$ cat config.mk
export PLATFORM = sky130hd
export DESIGN_NAME = rdni_sqrt
export DESIGN_NICKNAME = d
export VERILOG_FILES = /design/src/sv/rdni_sqrt.sv
export SDC_FILE = /design/constraint.sdc
export NUM_CORES = 1
export LEC_CHECK = 0
export ABC_AREA = 0
export BUFFER_PORTS_ARGS = -buffer_cell sky130_fd_sc_hd__buf_2
export CAP_MARGIN = 40
export CORE_MARGIN = 3
export CORE_UTILIZATION = 45
export DETAILED_ROUTE_END_ITERATION = 16
export HOLD_SLACK_MARGIN = 0.02
export PLACE_DENSITY = 0.64
export SLEW_MARGIN = 10
export SYNTH_ARGS = -nofsm -noshare
export SYNTH_HDL_FRONTEND = slang
export SYNTH_SLANG_ARGS = --single-unit
$ cat constraint.sdc
create_clock -name clk_i -period 27.7 [get_ports clk_i]
set_input_delay 5.54 -clock clk_i [delete_from_list [all_inputs] [get_ports clk_i]]
set_output_delay 5.54 -clock clk_i [all_outputs]
set_load 0.005 [all_outputs]
$ cat src/sv/rdni_sqrt.sv
`timescale 1ns / 1ps

// Bit-pair integer square root, two radicand bits per cycle.
module rdni_sqrt (
  input  logic        clk_i,
  input  logic        rst_ni,
  input  logic        start_i,
  input  logic [63:0] rad_i,
  output logic        done_o,
  output logic [31:0] root_o
);

  logic [63:0] v_q;
  logic [63:0] r_q;
  logic [63:0] bit_q;
  logic [4:0]  cnt_q;
  logic        busy_q;
  logic        done_q;
  logic [63:0] trial;
  logic        ge;

  assign trial = r_q + bit_q;
  assign ge = v_q >= trial;

  always_ff @(posedge clk_i or negedge rst_ni) begin
    if (!rst_ni) begin
      busy_q <= 1'b0;
      cnt_q  <= '0;
      done_q <= 1'b0;
    end else begin
      done_q <= 1'b0;
      if (start_i) begin
        busy_q <= 1'b1;
        cnt_q  <= '0;
      end else if (busy_q) begin
        cnt_q <= cnt_q + 5'd1;
        if (cnt_q == 5'd31) begin
          busy_q <= 1'b0;
          done_q <= 1'b1;
        end
      end
    end
  end

  always_ff @(posedge clk_i) begin
    if (start_i) begin
      v_q   <= rad_i;
      r_q   <= '0;
      bit_q <= 64'd1 << 62;
    end else if (busy_q) begin
      if (ge) begin
        v_q <= v_q - trial;
        r_q <= (r_q >> 1) + bit_q;
      end else begin
        r_q <= r_q >> 1;
      end
      bit_q <= bit_q >> 2;
    end
  end

  assign root_o = r_q[31:0];
  assign done_o = done_q;

endmodule
==> flow_metrics.tcl <==
set metrics [dict create \
    wl_mm 44.01 \
    worst_slack_ps 20770 \
    synth_top_family_by_area "compound AO/OA/AOI/OAI gates" \
    antenna-diode-count 0 \
    synth_cell_types 97 \
    drt_iter0_markers 1116 \
    drv_slew 0 \
    min_period_ps 6927 \
    crit_family "compound AO/OA/AOI/OAI gates" \
    die_w_um 192.0 \
    grt_start_max_net_pins 82 \
    hold-path-endpoint "r_q[0]$_SDFFE_PP0P_" \
    synth_simple_gate_area_share_pct 18.10 \
    final_common_cell "nand2_1" \
    path_buf_inv 3 \
    antenna_found_initial 0 \
    placed_area_um2 15930 \
    worstMarginPinSlew_ps 918.6 \
    drtAntennaViolNets 0 \
    slowest_stage "o21ai_0" \
    ir_drop_mv 0.05260 \
    critPathMaxFanout 62 \
    wl_per_cell_um 18.43 \
    die_area_um2 36860 \
    m1WireLength_mm 21.16 \
    async_flop_share_pct 4.192 \
    post-route-period-util_pct 25.01 \
    syn_area_per_cell_um2 8.007 \
    status "finished clean" \
    cts_root_buffer "clkbuf_16" \
    numCtsBuffers 17 \
    min_path_type "flip-flop to flip-flop" \
    final_cell_mix "nand2_1 (235), nor2_1 (188), o21ai_0 (149)" \
    syn-num-nets 2144 \
    synth.area.mux_share_pct 2.789 \
    crit_top_cell "o21ai_0" \
    setup_viol 0 \
    p_leak_nw 6.865 \
    netlist_area_um2 15570 \
    grt_overflow 0 \
    cts_tree "yes" \
    cp_slowest_stage_delay_ps 550 \
    syn_inst 1944 \
    synth_seq_cells 167 \
    insertion_delay_ps 450 \
    gr-usage-all-layers_pct 23.62 \
    yosysSeqAreaShare_pct 25.82 \
    io_pins 100 \
    hold_ws_ps 522.7 \
    synth-xor-area-share_pct 8.834 \
    clkTransAtPathRegs_ps 60 \
    io_buffers 99 \
    fin_nets 2127 \
    drt_first_pass_iters 6 \
    pre_cts_ws_ps 20310 \
    rows 67 \
    grt_pass1_vias 13353 \
    routed.top_layer "met4" \
    rsz0062_at_grt "no" \
    drv_cap 0 \
    timing.rr.start "r_q[4]$_SDFFE_PP0P_" \
    synth-edff-count 64 \
    clock_sinks 167 \
    cts_resized 0 \
    cp_data_required_time_ps 27800 \
    clock-skew-final_ps 13.62 \
    relSlewSlack_pct 38.76 \
    grt_pass1_wl_mm 69.86 \
    fin_area_um2 16530 \
    coreArea_um2 33780 \
    clockBufferDepth 2 \
    initial_core_util_pct 46.08 \
    fill_cells 3264 \
    fmax_mhz 144.4 \
    critical_path_class "flip-flop to flip-flop" \
    yosysTopAreaCell "dfxtp_1" \
    yosysTopAreaCellShare_pct 12.35 \
    final_util_pct 48.93 \
    cts_hold_buf 0 \
    met2_length_mm 19.52 \
    routed_via_density 6.015 \
    drive_above_1_share_pct 9.948 \
    cp_cell_sequence "ha_1 > nand4_1 > o21ai_0 > a221oi_1 > o21ai_0 > a31oi_1 > o21ai_0 > a21oi_1 > o21ai_0 > nand2_1 > xor2_1 > ha_1 > nand4_1 > nor3_1 > nand3_1 > a211oi_1 > o31ai_1 > and2_2 > buf_4 > o21ai_4 > buf_4 > buf_16" \
    worst_ep_arrival_time_ps 7030 \
    synthFlopType "dfxtp_1" \
    area_delta_synth_final_pct 6.198 \
    cp-start-kind "flip-flop" \
    gp_congestion 0.9400 \
    yosys_warnings 0 \
    die-height_um 192.0 \
    power.total_mw 1.616 \
    hold_viol_final 0 \
    vias 14365 \
    drc 0 \
    reg2reg_slack_ps 20770 \
    h-tree-depth 4 \
    setup_tns_ps 0 \
    wl_met3_mm 2.321 \
    synth_compound_area_share_pct 27.53 \
    placed_cells 2355 \
    synth.area.top_cells "dfxtp_1 (12%), edfxtp_1 (12%), ha_1 (11%), nand2_1 (5.7%), o21ai_0 (4.8%)" \
    synthAdderAreaFrac_pct 10.74 \
    cts_setup_buffers 0 \
    worstHoldPathCells 2 \
    hpwl_mm 33.27 \
    crit_path_end_kind "flip-flop" \
    r2r_cells 22 \
    instances_no_fill 2388 \
    r2r-end "v_q[52]$_DFFE_PP_" \
    min-delay-start "r_q[0]$_SDFFE_PP0P_" \
    p_per_area_nw_per_um2 97.77 \
]
==> layout make-up <==
| class | count | area [um^2] | share of cell area [%] |
|---|---|---|---|
| multi-input cells | 1587 | 10600 | 64.10 |
| clock buffers | 24 | 473.0 | 2.861 |
| flip-flops and latches | 167 | 4023 | 24.33 |
| repair buffers | 108 | 609.3 | 3.686 |
| well taps | 448 | 560.5 | 3.391 |
| inverters | 46 | 172.7 | 1.045 |
| clock inverters | 8 | 96.34 | 0.5828 |
==> logic make-up (layout without fill, tap and decap cells) <==
group	after synthesis	in the layout
adder cells (fa/ha/maj)	133	133
XOR/XNOR	157	157
AO/OA/AOI/OAI	637	637
flip-flops	167	167
AND/OR/NAND/NOR	617	617
multiplexers	43	43
buffers and inverters	190	186
==> synth_stat cells (all sizes together), types with 12 or more instances <==
master  instances
nor3           25
ha            132
a21oi         121
xnor2          74
buf            51
o211ai         14
a311oi         21
and3           17
mux2i          40
nand3          34
a21o           57
a211oi         39
o31ai          15
o21ai         159
clkbuf         92
nor2          189
xor2           83
o21a           17
a221oi         14
and2           14
nand2         235
o21bai         39
edfxtp         64
a31oi          60
inv            46
a31o           21
dfxtp          96
nand4          42
nor2b          12
==> tightest hold or removal path, cell delays in order (launching register included) <==
cell	delay [ps]
dfxtp_1	330
nor2_1	90
a311oi_1	60
==> sequential cells by signal, summed over array words and instances, names as in the netlist <==
name	count
done_o	1
busy_q	1
v_q	64
cnt_q	5
bit_q	32
r_q	64
==> layer usage <==
layer  GRT usage [%]  vias to the layer above
met5               0                        -
met4           7.341                        0
met3           2.701                       60
met2           36.95                      442
met1           34.06                     6725
li1                -                     7138
==> report_power, final <==
| part | switching [mW] | leakage (nW) | internal, mW |
|---|---|---|---|
| combinational | 0.598 | 5.04 | 0.370 |
| sequential | 0.0544 | 1.54 | 0.350 |
| clock | 0.106 | 0.286 | 0.138 |
==> worst max path at each step <==
stage / start / endpoint / depth (start not counted) / slack [ps]
global route: r_q[4]$_SDFFE_PP0P_ / v_q[52]$_DFFE_PP_ / 23 / 20200
floorplan: r_q[2]$_SDFFE_PP0P_ / v_q[0]$_DFFE_PP_ / 22 / 17930
global placement: start_i / v_q[60]$_DFFE_PP_ / 6 / 20350
CTS: r_q[4]$_SDFFE_PP0P_ / v_q[52]$_DFFE_PP_ / 21 / 20590
finish: r_q[4]$_SDFFE_PP0P_ / v_q[52]$_DFFE_PP_ / 22 / 20770
detailed placement: start_i / v_q[60]$_DFFE_PP_ / 6 / 20310
Power figures use the tool's default switching activity.
