===== config.mk =====
export PLATFORM = sky130hd
export DESIGN_NAME = rdni_div
export DESIGN_NICKNAME = d
export VERILOG_FILES = /design/src/sv/rdni_pkg.sv /design/src/sv/rdni_div.sv
export SDC_FILE = /design/constraint.sdc
export NUM_CORES = 1
export LEC_CHECK = 0
export BUFFER_PORTS_ARGS = -buffer_cell sky130_fd_sc_hd__buf_2
export CELL_PAD_IN_SITES_DETAIL_PLACEMENT = 0
export CELL_PAD_IN_SITES_GLOBAL_PLACEMENT = 1
export CORE_ASPECT_RATIO = 1.5
export CORE_UTILIZATION = 33
export CTS_CLUSTER_DIAMETER = 50
export CTS_CLUSTER_SIZE = 14
export DETAILED_ROUTE_END_ITERATION = 6
export PLACE_DENSITY_LB_ADDON = 0.1
export SLEW_MARGIN = 10
export SYNTH_ARGS = -nofsm -noshare
export SYNTH_HDL_FRONTEND = slang
export SYNTH_SLANG_ARGS = --single-unit

===== constraint.sdc =====
create_clock -name clk_i -period 4.5 [get_ports clk_i]
set_input_delay 0.225 -clock clk_i [delete_from_list [all_inputs] [get_ports clk_i]]
set_output_delay 0.225 -clock clk_i [all_outputs]
set_load 0.01 [all_outputs]

===== src/sv/rdni_pkg.sv =====
`timescale 1ns / 1ps

package rdni_pkg;

  // Fraction bits of the Q3.28 radius and of the Q1.62 coefficients.
  localparam int unsigned Frac = 28;
  localparam int unsigned CoefFrac = 62;
  // Bit position at which the Newton step size saturates.
  localparam int unsigned QuoBits = 40;

  localparam int unsigned MaxDistDef = 1024;

  localparam logic signed [63:0] K1Rst = 64'sd3172166000000000;
  localparam logic signed [63:0] K2Rst = -64'sd26522600000000;
  localparam logic signed [63:0] K3Rst = 64'sd199459000000;
  localparam logic signed [63:0] K4Rst = -64'sd86238529;
  localparam logic [31:0] InvRst = 32'd7158279;
  localparam logic [27:0] TolRst = 28'd27;
  localparam logic [6:0] LimRst = 7'd32;
  localparam logic [6:0] LimMax = 7'd64;

  localparam logic signed [63:0] OneQ = 64'sd1 <<< Frac;
  localparam logic signed [31:0] TwoQ = 32'sd2 <<< Frac;
  localparam logic signed [31:0] MinusOneQ = -(32'sd1 <<< Frac);

  // Which product bits the multiplier returns.
  typedef enum logic [1:0] {
    SH_Y = 2'd0,
    SH_P = 2'd1,
    SH_C = 2'd2
  } shift_sel_e;

  typedef enum logic [2:0] {
    REG_K1  = 3'd0,
    REG_K2  = 3'd1,
    REG_K3  = 3'd2,
    REG_K4  = 3'd3,
    REG_INV = 3'd4,
    REG_TOL = 3'd5,
    REG_LIM = 3'd6
  } reg_idx_e;

  typedef enum logic [7:0] {
    ST_IDLE  = 8'b0000_0001,
    ST_SQRT  = 8'b0000_0010,
    ST_YMUL  = 8'b0000_0100,
    ST_PMUL  = 8'b0000_1000,
    ST_TMUL  = 8'b0001_0000,
    ST_CHECK = 8'b0010_0000,
    ST_DIV   = 8'b0100_0000,
    ST_DONE  = 8'b1000_0000
  } state_e;

  function automatic logic [63:0] mag64(input logic signed [63:0] v);
    logic [63:0] r;
    r = v[63] ? 64'(-v) : 64'(v);
    return r;
  endfunction

endpackage


===== src/sv/rdni_div.sv =====
`timescale 1ns / 1ps

// Restoring divider, one quotient bit per cycle. Returns
// num * 2^28 / den, saturated to 2^40.
module rdni_div import rdni_pkg::*; (
  input  logic        clk_i,
  input  logic        rst_ni,
  input  logic        start_i,
  input  logic [63:0] num_i,
  input  logic [63:0] den_i,
  output logic        done_o,
  output logic [40:0] quo_o
);

  localparam int unsigned DivSteps = 64 + Frac;
  localparam int unsigned SatLast = DivSteps - QuoBits - 1;

  logic [63:0] dvd_q;
  logic [63:0] den_q;
  logic [63:0] rem_q;
  logic [QuoBits-1:0] q_q;
  logic        sat_q;
  logic [6:0]  cnt_q;
  logic        busy_q;
  logic        done_q;
  logic [63:0] shifted;
  logic        ge;

  assign shifted = {rem_q[62:0], dvd_q[63]};
  assign ge = shifted >= den_q;

  always_ff @(posedge clk_i or negedge rst_ni) begin
    if (!rst_ni) begin
      busy_q <= 1'b0;
      cnt_q  <= '0;
      done_q <= 1'b0;
    end else begin
      done_q <= 1'b0;
      if (start_i) begin
        busy_q <= 1'b1;
        cnt_q  <= '0;
      end else if (busy_q) begin
        cnt_q <= cnt_q + 7'd1;
        if (cnt_q == 7'(DivSteps - 1)) begin
          busy_q <= 1'b0;
          done_q <= 1'b1;
        end
      end
    end
  end

  always_ff @(posedge clk_i) begin
    if (start_i) begin
      dvd_q <= num_i;
      den_q <= den_i;
      rem_q <= '0;
      q_q   <= '0;
      sat_q <= 1'b0;
    end else if (busy_q) begin
      dvd_q <= {dvd_q[62:0], 1'b0};
      rem_q <= ge ? shifted - den_q : shifted;
      q_q   <= {q_q[QuoBits-2:0], ge};
      if (ge && cnt_q <= 7'(SatLast)) begin
        sat_q <= 1'b1;
      end
    end
  end

  assign quo_o  = sat_q ? (41'd1 << QuoBits) : {1'b0, q_q};
  assign done_o = done_q;

endmodule


==> key figures, run 1 <==
Outcome
  • Outcome: finished clean

Yosys
  • Post-synth top area share: 28.2%
  • Area leader, netlist: edfxtp_1
  • Most numerous cell in the Yosys netlist: nand2_1
  • Syn. warnings: 0
  • Post-synth top flop: edfxtp_1
  • Post-synth net total: 1602
  • Post-synth EDFFs: 128
  • Cell Area, Synth: 0.0137 mm2
  • Mapped Cells: 1405
  • Fraction of registers with async set/reset: 3.73%
  • Top post-synthesis cells by area: edfxtp_1 28%, dfxtp_1 15%, ha_1 6.0%
  • Yosys cell types: 75
  • Commonest cells in the netlist: 156 x nand2_1, 143 x nor2_1, 128 x edfxtp_1
  • Post-synthesis sequential area ratio: 45.1%
  • #FFs+latches synth: 241
  • Mean post-synth cell area: 9.72 um2

Timing
  • Setup TNS Final: 0 ns
  • Clock skew: 0.0197 ns
  • Slew @ Worst Pin: 0.888 ns
  • Tmin final: 3.73 ns
  • Relative slew slack: 40.8%
  • Unrepaired setup endpoints after global routing: false
  • Maximum clock frequency: 268 MHz
  • Max-slew violations: 0
  • Setup-failing EPs final: 0
  • Hold Vio Cnt, Final: 0
  • Tcrit/Tclk final: 82.8%

Floorplanning
  • Io pins: 173
  • Die W: 168 um
  • Die area: 0.0422 mm2
  • # rows: 90
  • Die Span Y: 251 um
  • Core area: 0.0405 mm2
  • Initial Util: 33.7%

Clocking
  • CTS Buf Count: 30
  • Hold buffers post-CTS: 129
  • Root Buffer: clkbuf_16
  • Clock Path Buffers: 3
  • Clock Latency Late Sink: 0.58 ns
  • # Post-CTS Setup Buffers: 0
  • CTS clk-pin slew, worst paths: 0.07 ns
  • TritonCTS clock tree: done
  • Post-cts sizing count: 0
  • CTS H-tree depth: 1
  • Clk sink count: 241

Detailed routing
  • Pre-Repair DR Iteration Count: 5
  • WL/cell: 17.1 um
  • Routed WL: 37500 um
  • Vias/cell: 5.08
  • Via count: 11200
  • DRC viols: 0
  • Initial DRC Count: 485
  • DRT antenna net count: 0

Placement
  • Routability cong.: 0.862
  • Placed instance count: 2009
  • Post-DP HPWL: 26600 um
  • Port bufs: 172

Worst setup path
  • CP most frequent cell: inv_1
  • Worst R2R Path Depth: 15
  • End of the critical path: rem_q[15]
  • Cell count along the critical path: 15
  • Critical path class: flop to flop
  • CP Capture Type: flop
  • CP Cell Sequence: inv_1, ha_1, inv_1, fa_1, a211oi_1, o21a_1, a211o_1, nand3_2, and3_1, nor2_1, o211ai_2, and2_2, buf_4, o311ai_1, a311oi_1
  • Crit. Startpoint: dvd_q[63]
  • Worst-path fanout max: 18
  • Setup crit start kind: flop
  • Critical Path RT: 4.98 ns
  • RR Endpoint: rem_q[15]
  • Flop-to-flop setup slack: 0.77 ns
  • Crit-path slowest cell: and2_2
  • Crit path max-delay family: compound AO/OA/AOI/OAI gates
  • Slowest stage delay, CP: 0.49 ns
  • CP bufs+invs: 3
  • Worst EP arrival: 4.21 ns
  • Worst r2r src: dvd_q[63]

GRT
  • Initial antenna violation count: 2
  • Vias in the first global route: 11600
  • First-pass GRT wire length: 61200 um
  • Total GRT Usage: 17.9%
  • Grt ovf: 0
  • Maximum number of pins on one net before global-route repair: 72

Min path
  • Hold/Removal Path Class: primary input to async pin

Power
  • Pwr Density: 315 mW/mm2
  • Pleak: 7.70 nW
  • Max IR drop VDD: 0.000222 V

Finish
  • Final #Nets: 1861
  • Area growth syn-to-layout: 26.0%
  • Proportion of layout cells with a drive suffix above 1: 19.3%
  • Fin cells: 2196
  • Total of fill cells in the finished design: 4050

Run
  • Max-capacitance violation count: 0
-- worst min-delay path by stage --
stage | to | depth (start not counted) | startpoint
floorplan | busy_q | 0 | rst_ni
global placement | done_o | 1 | rst_ni
detailed placement | cnt_q[2] | 1 | rst_ni
CTS | cnt_q[5] | 2 | rst_ni
global route | cnt_q[2] | 2 | rst_ni
finish | cnt_q[2] | 2 | rst_ni
-- worst register-to-register path: cells and delay by family, from the launching register on --
kind	cells	cell delay, ns
buffers and inverters	3	0.46
flip-flops	1	0.35
adder cells (fa/ha/maj)	2	0.42
AND/OR/NAND/NOR	4	0.95
AO/OA/AOI/OAI	6	1.46
-- layout make-up --
cell class / instances / area (um2) / area share [%]
Multi-Input combinational cell: 997 / 6830 / 39.7
Sequential cell: 241 / 6150 / 35.8
Timing Repair Buffer: 316 / 2270 / 13.2
Clock buffer: 33 / 762 / 4.43
Tap cell: 506 / 633 / 3.68
Inverter: 78 / 293 / 1.70
Clock inverter: 23 / 239 / 1.39
Antenna cell: 2 / 5.00 / 0.0291
-- logic make-up after synthesis --
family,count (synthesis),synth area share (%)
and+or+nand+nor,455,15.4
xor gates and xnor gates,59,3.79
buffers and inverters,167,4.91
DFF,241,45.1
muxes,109,8.57
AOI/OAI and AO/OA,308,16.2
adders and majority gates,66,6.10
-- per-stage QoR --
step / util, % / power [W] / setup slack, ns / area (um2) / hold WS (ns)
floorplan: - / 0.00280 / 1.38 / 13700 / -0.0706
global placement: 36.8 / 0.00296 / 0.682 / 14900 / 0.0942
detailed placement: 36.8 / 0.00296 / 0.762 / 14900 / 0.0946
CTS: 42.4 / 0.00553 / 0.714 / 17200 / 0.0149
global route: 42.4 / 0.00566 / 0.441 / 17200 / 0.0571
finish: 42.4 / 0.00542 / 0.774 / 17200 / 0.0467
-- per-layer routing --
metal	up-vias	track usage (%)	wire length, um
li1	5594	-	-
met1	5322	21.4	16100
met2	194	32.8	19200
met3	52	2.58	1390
met4	0	5.12	822
met5	-	0	0
-- cells in the final DEF, fill, tap and decap left out, types with 25 or more instances in the layout --
cell and n:
buf_2 171, edfxtp_1 128, a21oi_1 60, mux2i_1 46, xor2_1 26, dlygate4sd3_1 129
nand2_1 155, xnor2_1 33, mux2_2 63, clkbuf_16 30, a311oi_1 40, a21o_1 46
nor2_1 143, o21ai_0 36, nor2b_1 42, inv_1 78, ha_1 65, nand4_1 25
dfxtp_1 104
-- power by group --
part	leakage, nW	internal, W	total [W]	switching, W
sequential	2.26	0.00244	0.00248	0.0000348
combinational	4.95	0.000264	0.000527	0.000263
clock	0.485	0.00137	0.00242	0.00105
total	7.70	0.00407	0.00542	0.00135
-- registers in the layout, summed over array words and instances, names as in the netlist --
name    flops
cnt_q       7
rem_q      63
sat_q       1
dvd_q      64
done_o      1
den_q      64
q_q        40
busy_q      1
No activity file was read; power rests on OpenSTA's default activity.
==> inputs of run 2 (changes only) <==
==> constraint.sdc (replaced) <==
create_clock -name clk_i -period 3.1 [get_ports clk_i]
set_input_delay 0.155 -clock clk_i [delete_from_list [all_inputs] [get_ports clk_i]]
set_output_delay 0.155 -clock clk_i [all_outputs]
set_load 0.01 [all_outputs]
==> run 2 against run 1 <==
Against the previous run: the run now ends with setup timing left; first-iteration DRC count is 12% lower; cell count up 8.6%; count of clock-buffer cells in the layout up 6; global-route usage rose by 0.83 points; non-clock buffer count is 187 higher; sequential power increased by 45%; design area rose by 16%; die area unchanged; critical path depth is the same; clock power increased by 45%; worst hold slack better by 0.24 ns; register-to-register slack worse by 0.78 ns; largest power group unchanged.
==> key figures, run 2 (synthesis gave the netlist of run 1 again) <==
Detailed routing
  • Vias/cell: 5.00 (-1.6%)
  • WL/cell: 17.4 um (+2.1%)
  • Initial DRC Count: 429 (-12%)
  • DRT antenna net count: 0 (unchanged)
  • Via count: 11900 (+6.8%)
  • Pre-Repair DR Iteration Count: 4 (-1)
  • Routed WL: 41600 um (+11%)
  • DRC viols: 0 (unchanged)

Floorplanning
  • Io pins: 173 (unchanged)
  • Core area: 0.0405 mm2 (unchanged)
  • Die W: 168 um (unchanged)
  • # rows: 90 (unchanged)
  • Die Span Y: 251 um (unchanged)
  • Die area: 0.0422 mm2 (unchanged)
  • Initial Util: 33.7% (unchanged)

Clocking
  • TritonCTS clock tree: done
  • Root Buffer: clkbuf_16
  • CTS H-tree depth: 1 (unchanged)
  • CTS clk-pin slew, worst paths: 0.07 ns (about the same)
  • CTS Buf Count: 30 (unchanged)
  • Clk sink count: 241 (unchanged)
  • Clock Path Buffers: 3 (unchanged)
  • Clock Latency Late Sink: 0.58 ns (about the same)

Timing
  • Hold Vio Cnt, Final: 0 (unchanged)
  • Slew @ Worst Pin: 0.944 ns (+0.0552 ns)
  • Final WS setup: -0.00245 ns (-0.776 ns)
  • WHS: 0.287 ns (+0.241 ns)
  • Tmin final: 3.10 ns (-0.624 ns)
  • Max-slew violations: 0 (unchanged)
  • Maximum clock frequency: 322 MHz (+20%)
  • Setup-failing EPs final: 2 (+2)
  • Relative slew slack: 37.1% (-3.7 points)
  • Unrepaired setup endpoints after global routing: true
  • Clock skew: 0.0205 ns (+0.000816 ns)
  • Tcrit/Tclk final: 100% (+17 points)

GRT
  • Maximum number of pins on one net before global-route repair: 79 (+9.7%)
  • Total GRT Usage: 18.7% (+0.83 points)
  • Routing usage on met2: 35.3% (+2.5 points)
  • Initial antenna violation count: 2 (unchanged)
  • Vias in the first global route: 12200 (+5.6%)
  • Met3 usage: 2.74% (+0.16 points)
  • Met1 layer usage reported by global route: 21.8% (+0.43 points)
  • Grt ovf: 0 (unchanged)
  • Busiest grt layer: met2
  • First-pass GRT wire length: 63700 um (+4.0%)

Run
  • Max-capacitance violation count: 0 (unchanged)

Worst setup path
  • Crit. Startpoint: dvd_q[63]
  • Worst EP arrival: 3.59 ns (-0.62 ns)
  • Flop-to-flop setup slack: -0.002 ns (-0.78 ns)
  • RR Endpoint: rem_q[50]
  • CP Cell Sequence: inv_1, ha_2, inv_2, fa_2, a211oi_2, o21a_1, a211o_1, a31oi_1, or2_1, a31oi_4, buf_6, o21ai_4, xor2_1, mux2i_1, a211oi_1
  • Crit-path slowest cell: edfxtp_1
  • CP Capture Type: flop
  • Slowest stage delay, CP: 0.38 ns (-0.11 ns)
  • Critical path class: flop to flop
  • Worst R2R Path Depth: 15 (unchanged)
  • Worst-path fanout max: 3 (-15)
  • Setup crit start kind: flop
  • Critical Path RT: 3.59 ns (-1.39 ns)
  • Worst r2r src: dvd_q[63]

Placement
  • Routability cong.: 0.815 (-5.5%)
  • Post-DP HPWL: 28200 um (+6.0%)
  • Port bufs: 172 (unchanged)
  • Place WS: -0.235 ns (-0.997 ns)

Finish
  • Register area: 0.00615 mm2 (unchanged)
  • Commonest cells after routing, fill and taps aside: 172 x buf_4, 171 x buf_2, 137 x nor2_1, 131 x dlygate4sd3_1, 128 x edfxtp_1
  • Total of fill cells in the finished design: 3942 (-2.7%)
  • Most common cell after layout, fill and taps aside: buf_4
  • Area growth syn-to-layout: 46.0%
  • Final #Nets: 2049 (+10%)
  • Biggest regs: den_q: 64 flops, dvd_q: 64 flops, rem_q: 63 flops
  • Area occupied by multi-input gates: 0.00783 mm2 (+15%)
  • Proportion of layout cells with a drive suffix above 1: 35.9% (+17 points)

Power
  • Max IR drop VDD: 0.000429 V (+93%)
  • Pwr Density: 403 mW/mm2 (+28%)
  • Pleak: 8.97 nW (+17%)

Min path
  • Hold path depth: 2
  • Hold endpoint: den_q[38]
  • HP Start: den_i[38]
  • Hold/Removal Path Class: primary input to flop

Outcome
  • Outcome: complete, but fails checks
  • Violated checks: setup timing
## run 2: changes by cell type in the layout (fill, tap and decap cells not counted), sizes merged
cell / before / now
buf: 187 / 364
bufinv: 2 / 0
clkbuf: 33 / 47
clkinv: 15 / 5
clkinvlp: 2 / 0
dlygate4sd3: 129 / 131
inv: 82 / 90
nand2: 156 / 157
## run 2: worst max path at each step
| stage | slack, ns | to |
|---|---|---|
| final | -0.002 | rem_q[50] |
| after global placement | -0.18 | rem_q[50] |
| after floorplan | 0.05 | rem_q[52] |
| after global routing | -0.19 | rem_q[40] |
| after detailed placement | -0.23 | rem_q[62] |
| after CTS | -0.11 | rem_q[62] |
## run 2: final cells by class
class / instances / share of cell area, %
Clock inverter: 17 / 0.822
Multi-Input combinational cell: 998 / 39.3
Antenna cell: 2 / 0.0251
Sequential cell: 241 / 30.9
Clock buffer: 39 / 4.15
Timing Repair Buffer: 503 / 20.2
Tap cell: 506 / 3.18
Inverter: 78 / 1.47
## run 2: power breakdown
part           internal (W)  switching, W
sequential          0.00354     0.0000504
combinational      0.000498      0.000442
clock               0.00195       0.00155
## run 2: per-stage QoR
step           instances  utilization, %   TNS, ns  cell area, um2  total power [W]
6_report            2384            49.2  -0.00450           19900          0.00804
5_1_grt             2384            49.2     -5.38           19900          0.00837
4_1_cts             2362            46.1    -0.345           18700          0.00812
3_5_place_dp        2171            39.9     -8.25           16200          0.00441
3_3_place_gp        2171            39.9     -3.81           16200          0.00440
2_1_floorplan       1405               -         0           13700          0.00407
## run 2: critical path, delay by kind of cell, from the launching register on
kind | cells | cell delay, ns
and+or+nand+nor | 1 | 0.27
adders and majority gates | 2 | 0.54
AOI/OAI and AO/OA | 7 | 1.25
buffers and inverters | 3 | 0.29
xor gates and xnor gates | 1 | 0.19
DFF | 1 | 0.38
muxes | 1 | 0.09
## run 2: timing repair
| item | CTS | global route |
|---|---|---|
| pin swaps | 21 | 90 |
| cloned | 0 | 10 |
| setup buffers | 4 | 10 |
| hold endpoints to repair | 138 | 0 |
| resized for setup | 37 | 207 |
| hold buffers | 131 | 0 |
| setup endpoints to repair | 65 | 65 |
## run 2: routing by layer
metal	vias up	routed length, um
met2	199	22000
li1	5959	-
met1	5695	17100
met3	66	1450
met5	-	0
met4	0	1060
